File: config.mk
export PLATFORM = sky130hd
export DESIGN_NAME = modbus_crc16_frame_check_append_top
export DESIGN_NICKNAME = d
export VERILOG_FILES = /design/src/hdl/mcrc_pkg.sv /design/src/hdl/mcrc_front.sv /design/src/hdl/mcrc_fifo.sv /design/src/hdl/mcrc_back.sv /design/src/hdl/modbus_crc16_frame_check_append_top.sv
export SDC_FILE = /design/constraint.sdc
export NUM_CORES = 1
export LEC_CHECK = 0
export ABC_AREA = 1
export BUFFER_PORTS_ARGS = -buffer_cell sky130_fd_sc_hd__buf_2
export CORE_MARGIN = 3
export CORE_UTILIZATION = 54
export DETAILED_ROUTE_END_ITERATION = 16
export PLACE_DENSITY = 0.83
export SYNTH_ARGS = -nofsm -noshare
export SYNTH_HDL_FRONTEND = slang
export SYNTH_SLANG_ARGS = --single-unit
export TNS_END_PERCENT = 50
File: constraint.sdc
create_clock -name clk -period 2.75 [get_ports clk]
set_input_delay 0 -clock clk [delete_from_list [all_inputs] [get_ports clk]]
set_output_delay 0 -clock clk [all_outputs]
set_load 0.01 [all_outputs]
File: src/hdl/mcrc_pkg.sv
package mcrc_pkg;

  localparam logic [15:0] CRC_INIT = 16'hFFFF;
  localparam logic [15:0] CRC_POLY = 16'hA001;

  // One queued transaction, already classified by the front end.
  typedef struct packed {
    logic [7:0]  data;
    logic        last;
    logic        valid;    // last byte and remainder is zero
    logic        trailer;  // two CRC bytes follow the echo
    logic [15:0] crc;
  } mcrc_entry_t;

  typedef struct packed {
    logic empty;
    logic full;
  } mcrc_qstat_t;

  // Reflected CRC-16, all eight shifts for one byte.
  function automatic logic [15:0] crc_byte(input logic [15:0] crc, input logic [7:0] b);
    logic [15:0] c;
    c = crc ^ {8'h00, b};
    for (int k = 0; k < 8; k++) begin
      if (c[0]) begin
        c = (c >> 1) ^ CRC_POLY;
      end else begin
        c = c >> 1;
      end
    end
    return c;
  endfunction

endpackage

File: src/hdl/mcrc_front.sv
module mcrc_front (
  input  logic                 clk,
  input  logic                 rst,
  input  logic                 cfg_we,
  input  logic                 cfg_wdata,
  input  logic                 in_valid,
  output logic                 in_stall,
  input  logic [7:0]           data_byte,
  input  logic                 last_byte,
  input  mcrc_pkg::mcrc_qstat_t q_stat,
  output logic                 q_push,
  output mcrc_pkg::mcrc_entry_t q_wdata
);
  import mcrc_pkg::*;

  logic        append_mode;
  logic [15:0] running_crc;
  logic [15:0] crc_next;

  assign crc_next = crc_byte(running_crc, data_byte);
  assign in_stall = q_stat.full;
  assign q_push   = in_valid && !q_stat.full;

  always_comb begin
    q_wdata.data    = data_byte;
    q_wdata.last    = last_byte;
    q_wdata.valid   = last_byte && (crc_next == 16'h0000);
    q_wdata.trailer = last_byte && append_mode && (crc_next != 16'h0000);
    q_wdata.crc     = crc_next;
  end

  always_ff @(posedge clk) begin
    if (rst) begin
      append_mode <= 1'b0;
      running_crc <= CRC_INIT;
    end else begin
      if (cfg_we) begin
        append_mode <= cfg_wdata;
      end
      if (q_push) begin
        running_crc <= last_byte ? CRC_INIT : crc_next;
      end
    end
  end

endmodule

File: src/hdl/mcrc_fifo.sv
module mcrc_fifo #(
  parameter int DEPTH = 4
) (
  input  logic                  clk,
  input  logic                  rst,
  input  logic                  push,
  input  mcrc_pkg::mcrc_entry_t wdata,
  input  logic                  pop,
  output mcrc_pkg::mcrc_entry_t rdata,
  output mcrc_pkg::mcrc_qstat_t stat
);
  import mcrc_pkg::*;

  localparam int PTR_W = (DEPTH > 1) ? $clog2(DEPTH) : 1;
  localparam int CNT_W = $clog2(DEPTH + 1);

  mcrc_entry_t            slots [DEPTH];
  logic [PTR_W-1:0]       wr_ptr;
  logic [PTR_W-1:0]       rd_ptr;
  logic [CNT_W-1:0]       count;
  logic                   do_push;
  logic                   do_pop;

  assign stat.empty = (count == '0);
  assign stat.full  = (count == CNT_W'(DEPTH));
  assign do_push    = push && !stat.full;
  assign do_pop     = pop && !stat.empty;
  assign rdata      = slots[rd_ptr];

  function automatic logic [PTR_W-1:0] bump(input logic [PTR_W-1:0] p);
    return (p == PTR_W'(DEPTH - 1)) ? '0 : p + 1'b1;
  endfunction

  always_ff @(posedge clk) begin
    if (do_push) begin
      slots[wr_ptr] <= wdata;
    end
  end

  always_ff @(posedge clk) begin
    if (rst) begin
      wr_ptr <= '0;
      rd_ptr <= '0;
      count  <= '0;
    end else begin
      if (do_push) begin
        wr_ptr <= bump(wr_ptr);
      end
      if (do_pop) begin
        rd_ptr <= bump(rd_ptr);
      end
      if (do_push && !do_pop) begin
        count <= count + 1'b1;
      end else if (do_pop && !do_push) begin
        count <= count - 1'b1;
      end
    end
  end

endmodule

File: src/hdl/mcrc_back.sv
module mcrc_back (
  input  logic                  clk,
  input  logic                  rst,
  input  mcrc_pkg::mcrc_entry_t q_rdata,
  input  mcrc_pkg::mcrc_qstat_t q_stat,
  output logic                  q_pop,
  output logic                  out_valid,
  input  logic                  out_stall,
  output logic [7:0]            out_byte,
  output logic                  out_last,
  output logic                  frame_valid,
  output logic [15:0]           crc_result
);
  import mcrc_pkg::*;

  typedef enum logic [1:0] {
    PH_ECHO,
    PH_LOW,
    PH_HIGH
  } phase_t;

  phase_t      phase;
  logic        load;
  logic        take;
  logic [15:0] swapped;

  assign load    = !out_valid || !out_stall;
  assign take    = load && !q_stat.empty;
  assign swapped = {q_rdata.crc[7:0], q_rdata.crc[15:8]};
  assign q_pop   = take && ((phase == PH_HIGH) || (phase == PH_ECHO && !q_rdata.trailer));

  always_ff @(posedge clk) begin
    if (rst) begin
      out_valid <= 1'b0;
      phase     <= PH_ECHO;
    end else if (load) begin
      out_valid <= !q_stat.empty;
      if (take) begin
        unique case (phase)
          PH_ECHO: begin
            out_byte    <= q_rdata.data;
            out_last    <= q_rdata.last && !q_rdata.trailer;
            frame_valid <= q_rdata.valid;
            crc_result  <= (q_rdata.last && !q_rdata.trailer) ? swapped : 16'h0000;
            phase       <= q_rdata.trailer ? PH_LOW : PH_ECHO;
          end
          PH_LOW: begin
            out_byte    <= q_rdata.crc[7:0];
            out_last    <= 1'b0;
            frame_valid <= 1'b0;
            crc_result  <= 16'h0000;
            phase       <= PH_HIGH;
          end
          PH_HIGH: begin
            out_byte    <= q_rdata.crc[15:8];
            out_last    <= 1'b1;
            frame_valid <= 1'b0;
            crc_result  <= swapped;
            phase       <= PH_ECHO;
          end
          default: begin
            phase <= PH_ECHO;
          end
        endcase
      end
    end
  end

endmodule

File: src/hdl/modbus_crc16_frame_check_append_top.sv
// Channel  Direction  Handshake             Payload
// cfg      in         cfg_we                cfg_wdata (append_mode)
// in       in         in_valid / in_stall   data_byte, last_byte
// out      out        out_valid / out_stall out_byte, out_last, frame_valid, crc_result
//
// One input transaction per cycle while in_stall is low; the CRC update is XOR logic in the front end.
// Each byte yields one output byte, or three when a trailer is appended; the output stage
// emits one byte per cycle while out_stall is low.
// Each input transaction is registered in the queue, and the output register loads from the queue.
// rst is synchronous: running CRC to 0xFFFF, append_mode to 0, queue and output emptied.
// in_stall rises only when the queue is full; out_stall backs up into the queue.
module modbus_crc16_frame_check_append_top #(
  parameter int QUEUE_DEPTH = 4
) (
  input  logic        clk,
  input  logic        rst,
  input  logic        cfg_we,
  input  logic        cfg_wdata,
  input  logic        in_valid,
  output logic        in_stall,
  input  logic [7:0]  data_byte,
  input  logic        last_byte,
  output logic        out_valid,
  input  logic        out_stall,
  output logic [7:0]  out_byte,
  output logic        out_last,
  output logic        frame_valid,
  output logic [15:0] crc_result
);
  import mcrc_pkg::*;

  mcrc_entry_t q_wdata;
  mcrc_entry_t q_rdata;
  mcrc_qstat_t q_stat;
  logic        q_push;
  logic        q_pop;

  mcrc_front u_front (
    .clk       (clk),
    .rst       (rst),
    .cfg_we    (cfg_we),
    .cfg_wdata (cfg_wdata),
    .in_valid  (in_valid),
    .in_stall  (in_stall),
    .data_byte (data_byte),
    .last_byte (last_byte),
    .q_stat    (q_stat),
    .q_push    (q_push),
    .q_wdata   (q_wdata)
  );

  mcrc_fifo #(
    .DEPTH (QUEUE_DEPTH)
  ) u_fifo (
    .clk   (clk),
    .rst   (rst),
    .push  (q_push),
    .wdata (q_wdata),
    .pop   (q_pop),
    .rdata (q_rdata),
    .stat  (q_stat)
  );

  mcrc_back u_back (
    .clk         (clk),
    .rst         (rst),
    .q_rdata     (q_rdata),
    .q_stat      (q_stat),
    .q_pop       (q_pop),
    .out_valid   (out_valid),
    .out_stall   (out_stall),
    .out_byte    (out_byte),
    .out_last    (out_last),
    .frame_valid (frame_valid),
    .crc_result  (crc_result)
  );

endmodule
[Word-level counts from Yosys, hierarchy flattened]
Memory sizes are Yosys's and may differ from the RTL's. A register that Yosys moved wholly into a read port is not among the register bits.
Index checks and enable logic that the tools add are counted.
Word-level totals
  bits in registers: 53
  bits in writable memories: 108
  input port bits: 15
  output and inout bits: 28
  logic and storage cells: 87
  memories: 1
Memory list
  u_fifo.slots: depth 4, width 27, read ports 1, clocked after Yosys merged registers in 1, wr ports 1, line mcrc_fifo.sv:17  | mcrc_entry_t slots [DEPTH];
Operators by class
  $add $sub $neg: 4
  equality and inequality tests: 5
  multiplexer cells: 24
  bitwise gates (word level): 10
  reduce and logical (&&, ||, !) cells: 32
Operators with widths (number)
  two-way mux 16 bit: 10
  case mux 16 bit (3 select lines): 1
  inverter 2 -> 3 bit: 8
  case mux 8 bit (3 select lines): 1
  logical NOT 16 bit: 1
  nonzero test 16 bit: 1
  bitwise XOR 16 x 8 -> 16 bit: 1
  logical AND 1 bit: 12
  two-way mux 2 bit: 4
  AND reduction 4 bit: 2
  logical NOT 1 bit: 7
  == test 2 bit, second input constant: 3
  two-way mux 3 bit: 2
  adder 2 x 1 -> 2 bit, second input constant: 2
  case mux 2 bit (2 select lines): 1
  nonzero test 2 bit: 2
  adder 3 x 1 -> 3 bit, second input constant: 1
  == test 3 bit, second input constant: 1
  logical NOT 3 bit: 1
  two-way mux 1 bit: 3
  case mux 1 bit (3 select lines): 1
  nonzero test 3 bit: 1
  subtractor 3 x 1 -> 3 bit, second input constant: 1
  == test 2 x 1 -> 1 bit, second input constant: 1
  other kinds (6): 7

[Depth between registers and ports, before layout]
Gate-level depths: netlist (run 1).
  depth after elaboration: 19
  mapped depth: 23
  mapped depth without buffers: 23

[Hierarchy]
Synthesis (run 1) repeated with hierarchy kept, for this count alone.
Second synthesis, totals
  cells, all modules: 654
  area total of the unflattened synthesis: 7303.3 um2
By module, submodules not included
  mcrc_fifo: times used 1, cells an instance 332, area each 4556.9 um2, seq. area each 3423.3 um2
  mcrc_back: times used 1, cells an instance 143, area each 1441.4 um2, seq. area each 840.8 um2
  mcrc_front: times used 1, cells an instance 179, area each 1305.0 um2, seq. area each 340.3 um2

[Worst setup path after synthesis (run 1)]
Ideal clock, no wire load.
  path kind: register -> register
  from: reg u_front.running_crc[0]
  to: mem u_fifo.slots[0][16] in the netlist's numbering, data pin
  library setup time: 0.270 ns
  arrival: 2.572 ns
  data required time: 2.480 ns
  path slack: -0.092 ns
  stages on the path, launching flop included: 23
  path buffers: 0
  clock period less this slack: 2.842 ns
  path through: dfxtp_1 > inv_2 > nand2_2 > nand2_4 > nand2_4 > nand2_4 > nand2_4 > nand3_2 > nand3_4 > nand2_4 > nand2_4 > nand3_4 > nand2_2 > ha_1 > xor2_1 > nor3_1 > nand2_1 > nor2_1 > nand3_1 > nor2_2 > nand2_2 > nor2_4 > a21oi_1
RTL lines
  start: declaration: line mcrc_front.sv:17  | logic [15:0] running_crc;
  start signal: assignment: line mcrc_front.sv:41  | running_crc <= last_byte ? CRC_INIT : crc_next;
  end: declaration: line mcrc_fifo.sv:17

==> metrics, run 1 <==
core area=0.0123 mm²; Inserted Clock Buffers=17; Worst Setup EP=u_fifo.slots[2][17]; Post-synth EDFFs=134; syn_nets=627; DRT Pass-1 Iters=5; critical path depth=23; final std cells w/o fill=872; ys async rst share=0; global route overflow=0; Seq. cell area=0.00461 mm²; crit path capture type=flip-flop; final wirelength=16300 µm; fin nets=718; worst setup path startpoint=u_front.running_crc[1]; post-synthesis sequential element count=163; Synth area leaders=edfxtp_1, dfxtp_1, nor2_1; CTS H-Tree Depth=4; Worst setup SP type=flip-flop; syn avg cell area=11.6 µm²; Die ar.=0.0142 mm²; Die X=119 µm; crit-path cells=inv_2, nand2_2, nand2_2, nand2_4, nand2_4, nand2_4, nand3_2, nand3_4, nand2_4, nand2_4, nand3_4, nand2_4, ha_4, xor2_2, nor3_2, nand2_1, nor2_1, nand3_1, nor2_2, nand2_2, nor2_4, nand2_2, nor2_4; # rows=40; Boundary Pins=43; fmax=356 MHz; Main synth FF type=edfxtp_1; CTS root buf=clkbuf_16; number of hold violations in the final report=0; latest clock arrival within the worst-skew pair=420 ps; final worst path period need=2810 ps; hold slack final=199 ps; R2R Path Start=u_front.running_crc[1]; CP Data Required Time=3020 ps; DRC=0; drt via density=5.76; cell count after synthesis=600; biggest cell delay along the critical path=330 ps; multi-input logic area=0.00219 mm²; Yosys top cell area share=0.580; Max Cap Violations=0; initial detailed-routing violation count=591; area grow syn2layout=21.3%; DR WL/cell=18.7 µm; LEAKAGE=3.31 nW; sequential group share of total power=0.384; combinational share of power=0.379; Psw=0.00349 W; Buffers & Inverters on Critical Path=1; WS Path Type=flip-flop to flip-flop; post-synth top area cell=edfxtp_1; clk buf depth=2; Final Worst Setup Slack=-56.7 ps; antenna violations before repair=0; Arr. time, crit path=3080 ps; sequential-to-total area share from yosys stat=0.664; yosys warns=0; post-route ant nets=0; Cell Int Power=0.00598 W; RSZ-0062 raised after global routing=yes; status=finished, violations left; # clock sinks=163; reg2reg end=u_fifo.slots[2][17]; global-route wire length before repair=26000 µm; Max VDD drop=498 µV; critical-path maximum fanout=4; Total GRT Usage=0.237; clock slew at reported path FFs=60 ps; PortBufs=42; HPWL after DPL=9990 µm; Switching Share=0.369; via count of the first global-routing pass=5130; die height=119 µm; total number of vias=5023; post-synth cell types=36; placed cell count=813; TritonCTS clock tree=done; Core Util, Final=0.686; CP max stage cell=dfxtp_2; failing checks=negative setup slack; Initial Util=0.566; most frequent CP cell=nand2_4; Max-slew headroom=0.522; final period utilization=1.02; Power Dens Cells=1130 mW/mm²; # setup viols final=8; mapped cell area=0.00694 mm²; Worst Tran Pin Value=716 ps; Slew Viols, Final=0; worst clock skew=7.01 ps; fillers=802; min-delay worst type=input pin to flip-flop; diode count=0; GP Congestion=0.951; Crit path max-delay family=simple AND/OR/NAND/NOR gates; worst slack at placement=-119 ps; worst reg-to-reg path cell count=23; fraction of layout cells with a size suffix above 1=0.253; Worst R2R Setup Slack=-60 ps; largest net degree at the start of global routing=53; clock share of power=0.237
-- synthesized netlist by cell type, types with 3 or more instances --
cell type  number
nand3_4         3
clkbuf_1       19
nor3_1          3
inv_1          44
a32o_1          9
inv_2           3
clkinv_1        3
o21ai_1         3
nor2_1         89
dfxtp_1        29
buf_1           3
nand3_2         8
a31oi_1         8
nand2_4         9
buf_2           3
nand2_1        65
o21ai_0        54
a21oi_1        24
ha_1           11
xor2_1          5
o22ai_1        21
xnor2_1         3
nand3_1        15
nand2_2        16
edfxtp_1      134
-- cell usage in the layout (no fill, tap or decap), types with 21 or more instances in the layout --
| master | Yosys | routed |
|---|---|---|
| edfxtp_1 | 134 | 134 |
| nand2_1 | 65 | 59 |
| buf_4 | 0 | 42 |
| o22ai_1 | 21 | 21 |
| o21ai_0 | 54 | 54 |
| buf_2 | 3 | 42 |
| dfxtp_1 | 29 | 27 |
| nor2_1 | 89 | 85 |
| a21oi_1 | 24 | 23 |
| inv_1 | 44 | 43 |
-- flip-flops by register name, summed over array words and instances, names as in the netlist, 2 cells and up, named ones only --
name and cells:
u_fifo.slots 108, u_back.crc_result 16, u_front.running_crc 16, u_back.out_byte 8, u_fifo.count 3, u_back.phase 2, u_fifo.rd_ptr 2, u_fifo.wr_ptr 2
-- cell type report --
type / count / share of cell area
clock buffers: 18 / 0.0510
well taps: 168 / 0.0250
repair buffers: 97 / 0.0779
flip-flops and latches: 163 / 0.547
multi-input cells: 362 / 0.260
inverters: 50 / 0.0223
clock inverters: 14 / 0.0165
-- worst min path at each step --
stage	start	end	slack (ps)	cells past startpoint
2_1_floorplan	cfg_we	u_front.append_mode	90	1
3_3_place_gp	cfg_we	u_front.append_mode	190	2
3_5_place_dp	cfg_we	u_front.append_mode	200	2
4_1_cts	in_valid	u_front.running_crc[12]	180	6
5_1_grt	in_valid	u_front.running_crc[12]	220	6
6_report	in_valid	u_front.running_crc[12]	200	6
-- worst min-delay path, delay by kind of cell --
family / cells / cell delay (ps)
buf+inv: 3 / 350
simple gates: 3 / 200
-- power by group through the flow --
stage	clock network (W)	logic (W)	registers, W
finish	0.00225	0.00359	0.00364
global route	0.00236	0.00393	0.00369
CTS	0.00227	0.00348	0.00363
detailed placement	0	0.00328	0.00368
global placement	0	0.00310	0.00365
floorplan	0	0.00208	0.00372
-- per-layer routing --
| layer | vias up | track usage | wire length (µm) |
|---|---|---|---|
| met3 | 54 | 0.0570 | 1280 |
| met1 | 2406 | 0.280 | 6080 |
| met4 | 0 | 0.142 | 661 |
| li1 | 2295 | - | - |
| met5 | - | 0 | 0 |
| met2 | 268 | 0.392 | 8300 |
-- repair_timing --
action	CTS	global route
endpoints found under the hold margin	45	0
setup buffers	11	3
setup endpoints to repair	8	9
gates cloned	0	0
hold buffers	13	0
gates resized for setup	17	7
pin swaps	26	19
-- stage by stage --
| step | instance area [µm²] | total power [W] | TNS (ps) |
|---|---|---|---|
| 2_1_floorplan | 6950 | 0.00580 | 0 |
| 3_3_place_gp | 7500 | 0.00675 | 0 |
| 3_5_place_dp | 7500 | 0.00696 | -748 |
| 4_1_cts | 8360 | 0.00938 | -76.5 |
| 5_1_grt | 8420 | 0.00998 | -1480 |
| 6_report | 8420 | 0.00947 | -357 |
-- cells by family (layout without fill, tap and decap cells) --
| kind of cell | Yosys count | in the layout | share of synthesized area |
|---|---|---|---|
| AND/OR/NAND/NOR | 214 | 214 | 0.151 |
| flip-flops | 163 | 163 | 0.664 |
| adder cells (fa/ha/maj) | 12 | 12 | 0.0227 |
| XOR/XNOR | 10 | 10 | 0.0148 |
| AO/OA/AOI/OAI | 126 | 126 | 0.107 |
| buffers and inverters | 75 | 179 | 0.0411 |
Power figures use the tool's default switching activity.
==> run 2, diff against run 1 <==
--- a/config.mk
+++ b/config.mk
@@ -5,7 +5,6 @@
 export SDC_FILE = /design/constraint.sdc
 export NUM_CORES = 1
 export LEC_CHECK = 0
-export ABC_AREA = 1
 export BUFFER_PORTS_ARGS = -buffer_cell sky130_fd_sc_hd__buf_2
 export CORE_MARGIN = 3
 export CORE_UTILIZATION = 54
==> metrics, run 2 <==
post-synth top area cell=edfxtp_1; Switching Share=0.290 (-0.0791); CP max stage cell=xor3_2; post-synthesis sequential element count=163 (unchanged); top flop regs=u_fifo.slots x108, u_back.crc_result x16, u_front.running_crc x16; TritonCTS clock tree=done; fin nets=504 (-30%); Inserted Clock Buffers=17 (unchanged); sequential group share of total power=0.413 (+0.029); Boundary Pins=43 (unchanged); DRC=0 (unchanged); Synth top cells by count=edfxtp_1, dfxtp_1, mux4_2, nor2_1, and2_1; crit path capture type=flip-flop; Largest Register=u_fifo.slots; antenna violations before repair=0 (unchanged); critical-path maximum fanout=4 (unchanged); Buffers & Inverters on Critical Path=1 (unchanged); number of hold violations in the final report=0 (unchanged); Synth area leaders=edfxtp_1, mux4_2, dfxtp_1; GR Util met3=0.0564 (-0.000583); Cell Int Power=0.00590 W (-1.3%); Max-slew headroom=0.447 (-0.0758); # rows=39 (-2.5%); syn_nets=410 (-35%); RSZ-0062 raised after global routing=yes; drt via density=5.71 (-0.89%); global route overflow=0 (unchanged); PortBufs=42 (unchanged); leading cell types in the layout, fill and taps excluded=edfxtp_1, buf_2, buf_4; final worst path period need=3590 ps (+781 ps); Power Dens Cells=1040 mW/mm² (-7.3%); DRT Pass-1 Iters=7 (+2); clock share of power=0.292 (+0.055); core area=0.0116 mm² (-5.3%); Worst Tran Pin Value=824 ps (+109 ps); biggest cell delay along the critical path=500 ps (+170 ps); worst clock skew=5.59 ps (-1.42 ps); GP Congestion=0.773 (-19%); combinational share of power=0.295 (-0.084); Worst setup SP type=flip-flop; # setup viols final=4 (-4); die height=116 µm (-3.0%); Yosys top cell area share=0.618 (+0.0384); Initial Util=0.560 (-0.00549); Die X=116 µm (-3.0%); final std cells w/o fill=632 (-28%); sequential-to-total area share from yosys stat=0.708 (+0.0439); cell count after synthesis=383 (-36%); commonest non-fill, non-tap cell in the layout=edfxtp_1; total number of vias=3608 (-28%); yosys warns=0 (unchanged); placed cell count=582 (-28%); clock slew at reported path FFs=60 ps (about the same); status=finished, violations left; min-delay worst type=input pin to flip-flop; HPWL after DPL=8040 µm (-20%); fraction of layout cells with a size suffix above 1=0.331 (+0.0784); Final Worst Setup Slack=-837 ps (-781 ps); post-route ant nets=0 (unchanged); syn avg cell area=17.0 µm² (+47%); WS Path Type=flip-flop to flip-flop; Max VDD drop=583 µV (+17%); LEAKAGE=2.83 nW (-14%); fmax=279 MHz (-22%); top-count cell post-synth=edfxtp_1; most frequent CP cell=xnor2_2; DR WL/cell=20.3 µm (+8.2%); met1 Use GR=0.268 (-0.0122); GRT busiest layer=met2; diode count=0 (unchanged); CTS root buf=clkbuf_16; worst slack at placement=-976 ps (-857 ps); final wirelength=12800 µm (-22%); Die ar.=0.0134 mm² (-5.9%); Max Cap Violations=0 (unchanged); CTS H-Tree Depth=4 (unchanged); initial detailed-routing violation count=309 (-48%); mapped cell area=0.00651 mm² (-6.2%); clk buf depth=2 (unchanged); Post-synth EDFFs=134 (unchanged); CP Data Required Time=2910 ps (-110 ps); via count of the first global-routing pass=3730 (-27%); largest net degree at the start of global routing=30 (-43%); grt met2 use=0.345 (-0.0472); area grow syn2layout=22.4%; final period utilization=1.30 (+0.284); # clock sinks=163 (unchanged); failing checks=negative setup slack; latest clock arrival within the worst-skew pair=430 ps (about the same); crit-path cells=xnor2_2, xnor2_2, xor3_2, xnor2_2, inv_2, ha_4, xor2_4, or3_1, or4_1, or4_1, o311a_1; Arr. time, crit path=3750 ps (+670 ps); Slew Viols, Final=0 (unchanged); ys async rst share=0 (unchanged); Total GRT Usage=0.209 (-0.0279); Main synth FF type=edfxtp_1; Psw=0.00241 W (-31%); global-route wire length before repair=20200 µm (-22%); Largest register FFs=108 (unchanged); post-synth cell types=39 (+8.3%); Crit path max-delay family=XOR/XNOR gates
-- run 2: through the flow --
stage | utilization | area [µm²] | power (W) | hold slack [ps] | setup TNS [ps]
2_1_floorplan | - | 6570 | 0.00502 | 98.9 | -3820
3_3_place_gp | 0.615 | 7140 | 0.00571 | 239 | -3830
3_5_place_dp | 0.615 | 7140 | 0.00584 | 249 | -4570
4_1_cts | 0.682 | 7920 | 0.00831 | 21.0 | -3500
5_1_grt | 0.686 | 7970 | 0.00873 | 63.3 | -4400
6_report | 0.686 | 7970 | 0.00831 | 48.5 | -3350
-- run 2: cell families after synthesis --
kind of cell | after synthesis | share of synthesized area
XOR/XNOR | 22 | 0.0394
multiplexers | 30 | 0.0981
adder cells (fa/ha/maj) | 12 | 0.0242
buffers and inverters | 26 | 0.0156
AND/OR/NAND/NOR | 85 | 0.0706
flip-flops | 163 | 0.708
AO/OA/AOI/OAI | 45 | 0.0444
-- run 2: layer usage --
| metal | vias up | wire, µm |
|---|---|---|
| met5 | - | 0 |
| met4 | 0 | 240 |
| met3 | 21 | 722 |
| met2 | 119 | 6540 |
| met1 | 1815 | 5300 |
| li1 | 1653 | - |
-- run 2: final timing paths --
path	from	endpoint	slack, ps	depth (start not counted)
max	u_front.running_crc[0]	u_fifo.slots[3][16]	-840	11
min	rst	u_fifo.count[1]	50	2
max reg2reg	u_front.running_crc[0]	u_fifo.slots[3][16]	-840	11
min reg2reg	u_back.out_valid	u_back.out_valid	490	2
-- run 2: cell type report --
cell class              instances  area, µm²
flip-flops and latches        163       4610
fillers                       745       3650
multi-input cells             194       1910
repair buffers                 93        623
clock buffers                  17        425
clock inverters                14        189
well taps                     143        179
inverters                       8       30.0
-- run 2: timing repair --
action / in CTS / in global routing
hold endpoints to repair: 39 / 0
resized for setup: 3 / 5
pin swaps: 4 / 3
hold buffers: 12 / 0
setup buffers: 4 / 3
endpoints found under the setup margin: 8 / 9
-- run 2: power by group through the flow --
stage	Sequential (W)	Combinational (W)	Clock, W
floorplan	0.00352	0.00150	0
global placement	0.00345	0.00226	0
detailed placement	0.00348	0.00236	0
CTS	0.00343	0.00243	0.00245
global route	0.00347	0.00269	0.00257
finish	0.00343	0.00245	0.00243
==> run 3, diff against run 2 <==
--- a/config.mk
+++ b/config.mk
@@ -6,9 +6,13 @@
 export NUM_CORES = 1
 export LEC_CHECK = 0
 export BUFFER_PORTS_ARGS = -buffer_cell sky130_fd_sc_hd__buf_2
+export CELL_PAD_IN_SITES_DETAIL_PLACEMENT = 1
+export CELL_PAD_IN_SITES_GLOBAL_PLACEMENT = 1
 export CORE_MARGIN = 3
-export CORE_UTILIZATION = 54
+export CORE_UTILIZATION = 46
+export CTS_BUF_LIST = sky130_fd_sc_hd__clkbuf_16
 export DETAILED_ROUTE_END_ITERATION = 16
+export HOLD_SLACK_MARGIN = 0.08
 export PLACE_DENSITY = 0.83
 export SYNTH_ARGS = -nofsm -noshare
 export SYNTH_HDL_FRONTEND = slang
==> metrics, run 3 (synthesis gave the netlist of run 2 again) <==
Power Dens Cells=1040 mW/mm² (-0.35%); multi-input logic area=0.00195 mm² (+1.8%); Arr. time, crit path=3870 ps (+120 ps); commonest non-fill, non-tap cell in the layout=edfxtp_1; Inserted Clock Buffers=17 (unchanged); wl on met1=6350 µm (+20%); fmax=271 MHz (-2.7%); CTS H-Tree Depth=4 (unchanged); DRT Pass-1 Iters=5 (-2); Core Util, Final=0.594 (-0.0917); Boundary Pins=43 (unchanged); via count of the first global-routing pass=4052 (+8.6%); Slew Viols, Final=0 (unchanged); CP Data Required Time=2930 ps (+20 ps); biggest cell delay along the critical path=520 ps (+20 ps); clock slew at reported path FFs=70 ps (about the same); Largest register FFs=108 (unchanged); LEAKAGE=2.89 nW (+2.2%); total number of vias=3740 (+3.7%); # setup viols final=8 (+4); area grow syn2layout=23.8%; critical-path maximum fanout=4 (unchanged); die height=125 µm (+7.9%); Buffers & Inverters on Critical Path=1 (unchanged); Initial Util=0.480 (-0.0803); failing checks=negative setup slack; fin nets=513 (+1.8%); drt via density=5.54 (-2.9%); Worst setup SP type=flip-flop; crit-path cells=xnor2_2, xnor2_1, xor3_2, xnor2_2, inv_2, ha_4, xor2_4, or3_1, or4_4, or4_4, o311a_4; largest net degree at the start of global routing=30 (unchanged); # clock sinks=163 (unchanged); initial detailed-routing violation count=382 (+24%); fraction of layout cells with a size suffix above 1=0.343 (+0.0114); status=finished, violations left; WS Path Type=flip-flop to flip-flop; fillers=1257 (+69%); Crit path max-delay family=XOR/XNOR gates; # rows=42 (+7.7%); latest clock arrival within the worst-skew pair=430 ps (about the same); TritonCTS clock tree=done; Die ar.=0.0156 mm² (+16%); GP Congestion=0.773 (about the same); antenna violations before repair=0 (unchanged); post-route ant nets=0 (unchanged); RSZ-0062 raised after global routing=yes; Largest Register=u_fifo.slots; final wirelength=15300 µm (+20%); diode count=0 (unchanged); hold slack final=232 ps (+183 ps); highest metal used=met4; Max-slew headroom=0.432 (-0.0151); Final Worst Setup Slack=-935 ps (-97.8 ps); CTS root buf=clkbuf_16; final worst path period need=3690 ps (+97.8 ps); metal2 WL=7880 µm (+20%); worst clock skew=9.29 ps (+3.69 ps); Worst Tran Pin Value=847 ps (+22.5 ps); DRC=0 (unchanged); Max Cap Violations=0 (unchanged); CP max stage cell=xor3_2; final period utilization=1.34 (+0.0356); crit path capture type=flip-flop; clk buf depth=2 (unchanged); Die X=125 µm (+7.9%); number of hold violations in the final report=0 (unchanged); min-delay worst type=input pin to flip-flop; leading cell types in the layout, fill and taps excluded=edfxtp_1, buf_4, buf_2; top flop regs=u_fifo.slots x108, u_back.crc_result x16, u_front.running_crc x16; global route overflow=0 (unchanged); Max VDD drop=537 µV (-7.9%); DR WL/cell=22.7 µm (+12%); core area=0.0136 mm² (+17%); Seq. cell area=0.00461 mm² (about the same); sum of negative setup slack=-4420 ps (-1070 ps); global-route wire length before repair=23600 µm (+17%); HPWL after DPL=9350 µm (+16%); PortBufs=42 (unchanged); WL met3=726 µm (+0.55%); Total GRT Usage=0.203 (-0.00617)
## run 3: where the power goes
part	internal, W	total (W)	switching, W
Sequential	0.00328	0.00344	0.000156
Clock	0.00127	0.00222	0.000943
Combinational	0.00122	0.00272	0.00150
## run 3: layout make-up
| class | instances | share of cell area |
|---|---|---|
| clock buffer | 18 | 0.0559 |
| clock inverter | 14 | 0.0118 |
| inverter | 8 | 0.00373 |
| multi-input combinational | 194 | 0.241 |
| sequential | 163 | 0.572 |
| tap | 176 | 0.0273 |
| timing repair buffer | 102 | 0.0874 |
## run 3: final timing paths
path / from / end / slack (ps) / cells after the start
worst max-delay path: u_front.running_crc[5] / u_fifo.slots[3][16] / -940 / 11
worst max register to register: u_front.running_crc[5] / u_fifo.slots[3][16] / -940 / 11
worst min register to register: u_back.phase[1] / u_back.phase[1] / 500 / 2
worst min-delay path: data_byte[0] / u_fifo.slots[3][6] / 230 / 4
## run 3: metal layers
| metal | GRT usage | vias to the layer above |
|---|---|---|
| li1 | - | 1676 |
| met1 | 0.256 | 1914 |
| met2 | 0.346 | 123 |
| met3 | 0.0443 | 27 |
| met4 | 0.0784 | 0 |
| met5 | 0 | - |
## run 3: what timing repair did
| action | CTS | global route |
|---|---|---|
| resized for setup | 9 | 9 |
| setup endpoints to repair | 8 | 10 |
| endpoints found under the hold margin | 44 | 0 |
| pin swaps | 6 | 7 |
| gates cloned | 0 | 0 |
| setup buffers | 2 | 7 |
| hold buffers | 16 | 0 |
## run 3: worst reg2reg max path, delay by kind of cell, from the launching register on
kind,cells,cell delay [ps]
XOR/XNOR,5,1260
AND/OR/NAND/NOR,3,1210
AO/OA/AOI/OAI,1,340
flip-flops,1,330
adder cells (fa/ha/maj),1,240
buffers and inverters,1,70
## run 3: metrics by stage
step	total power (W)	worst slack, ps	cell area (µm²)	cells
6_report	0.00838	-935	8060	675
5_1_grt	0.00879	-1030	8060	675
4_1_cts	0.00825	-981	7970	669
3_5_place_dp	0.00593	-952	7210	619
3_3_place_gp	0.00577	-889	7210	619
2_1_floorplan	0.00502	-955	6570	383
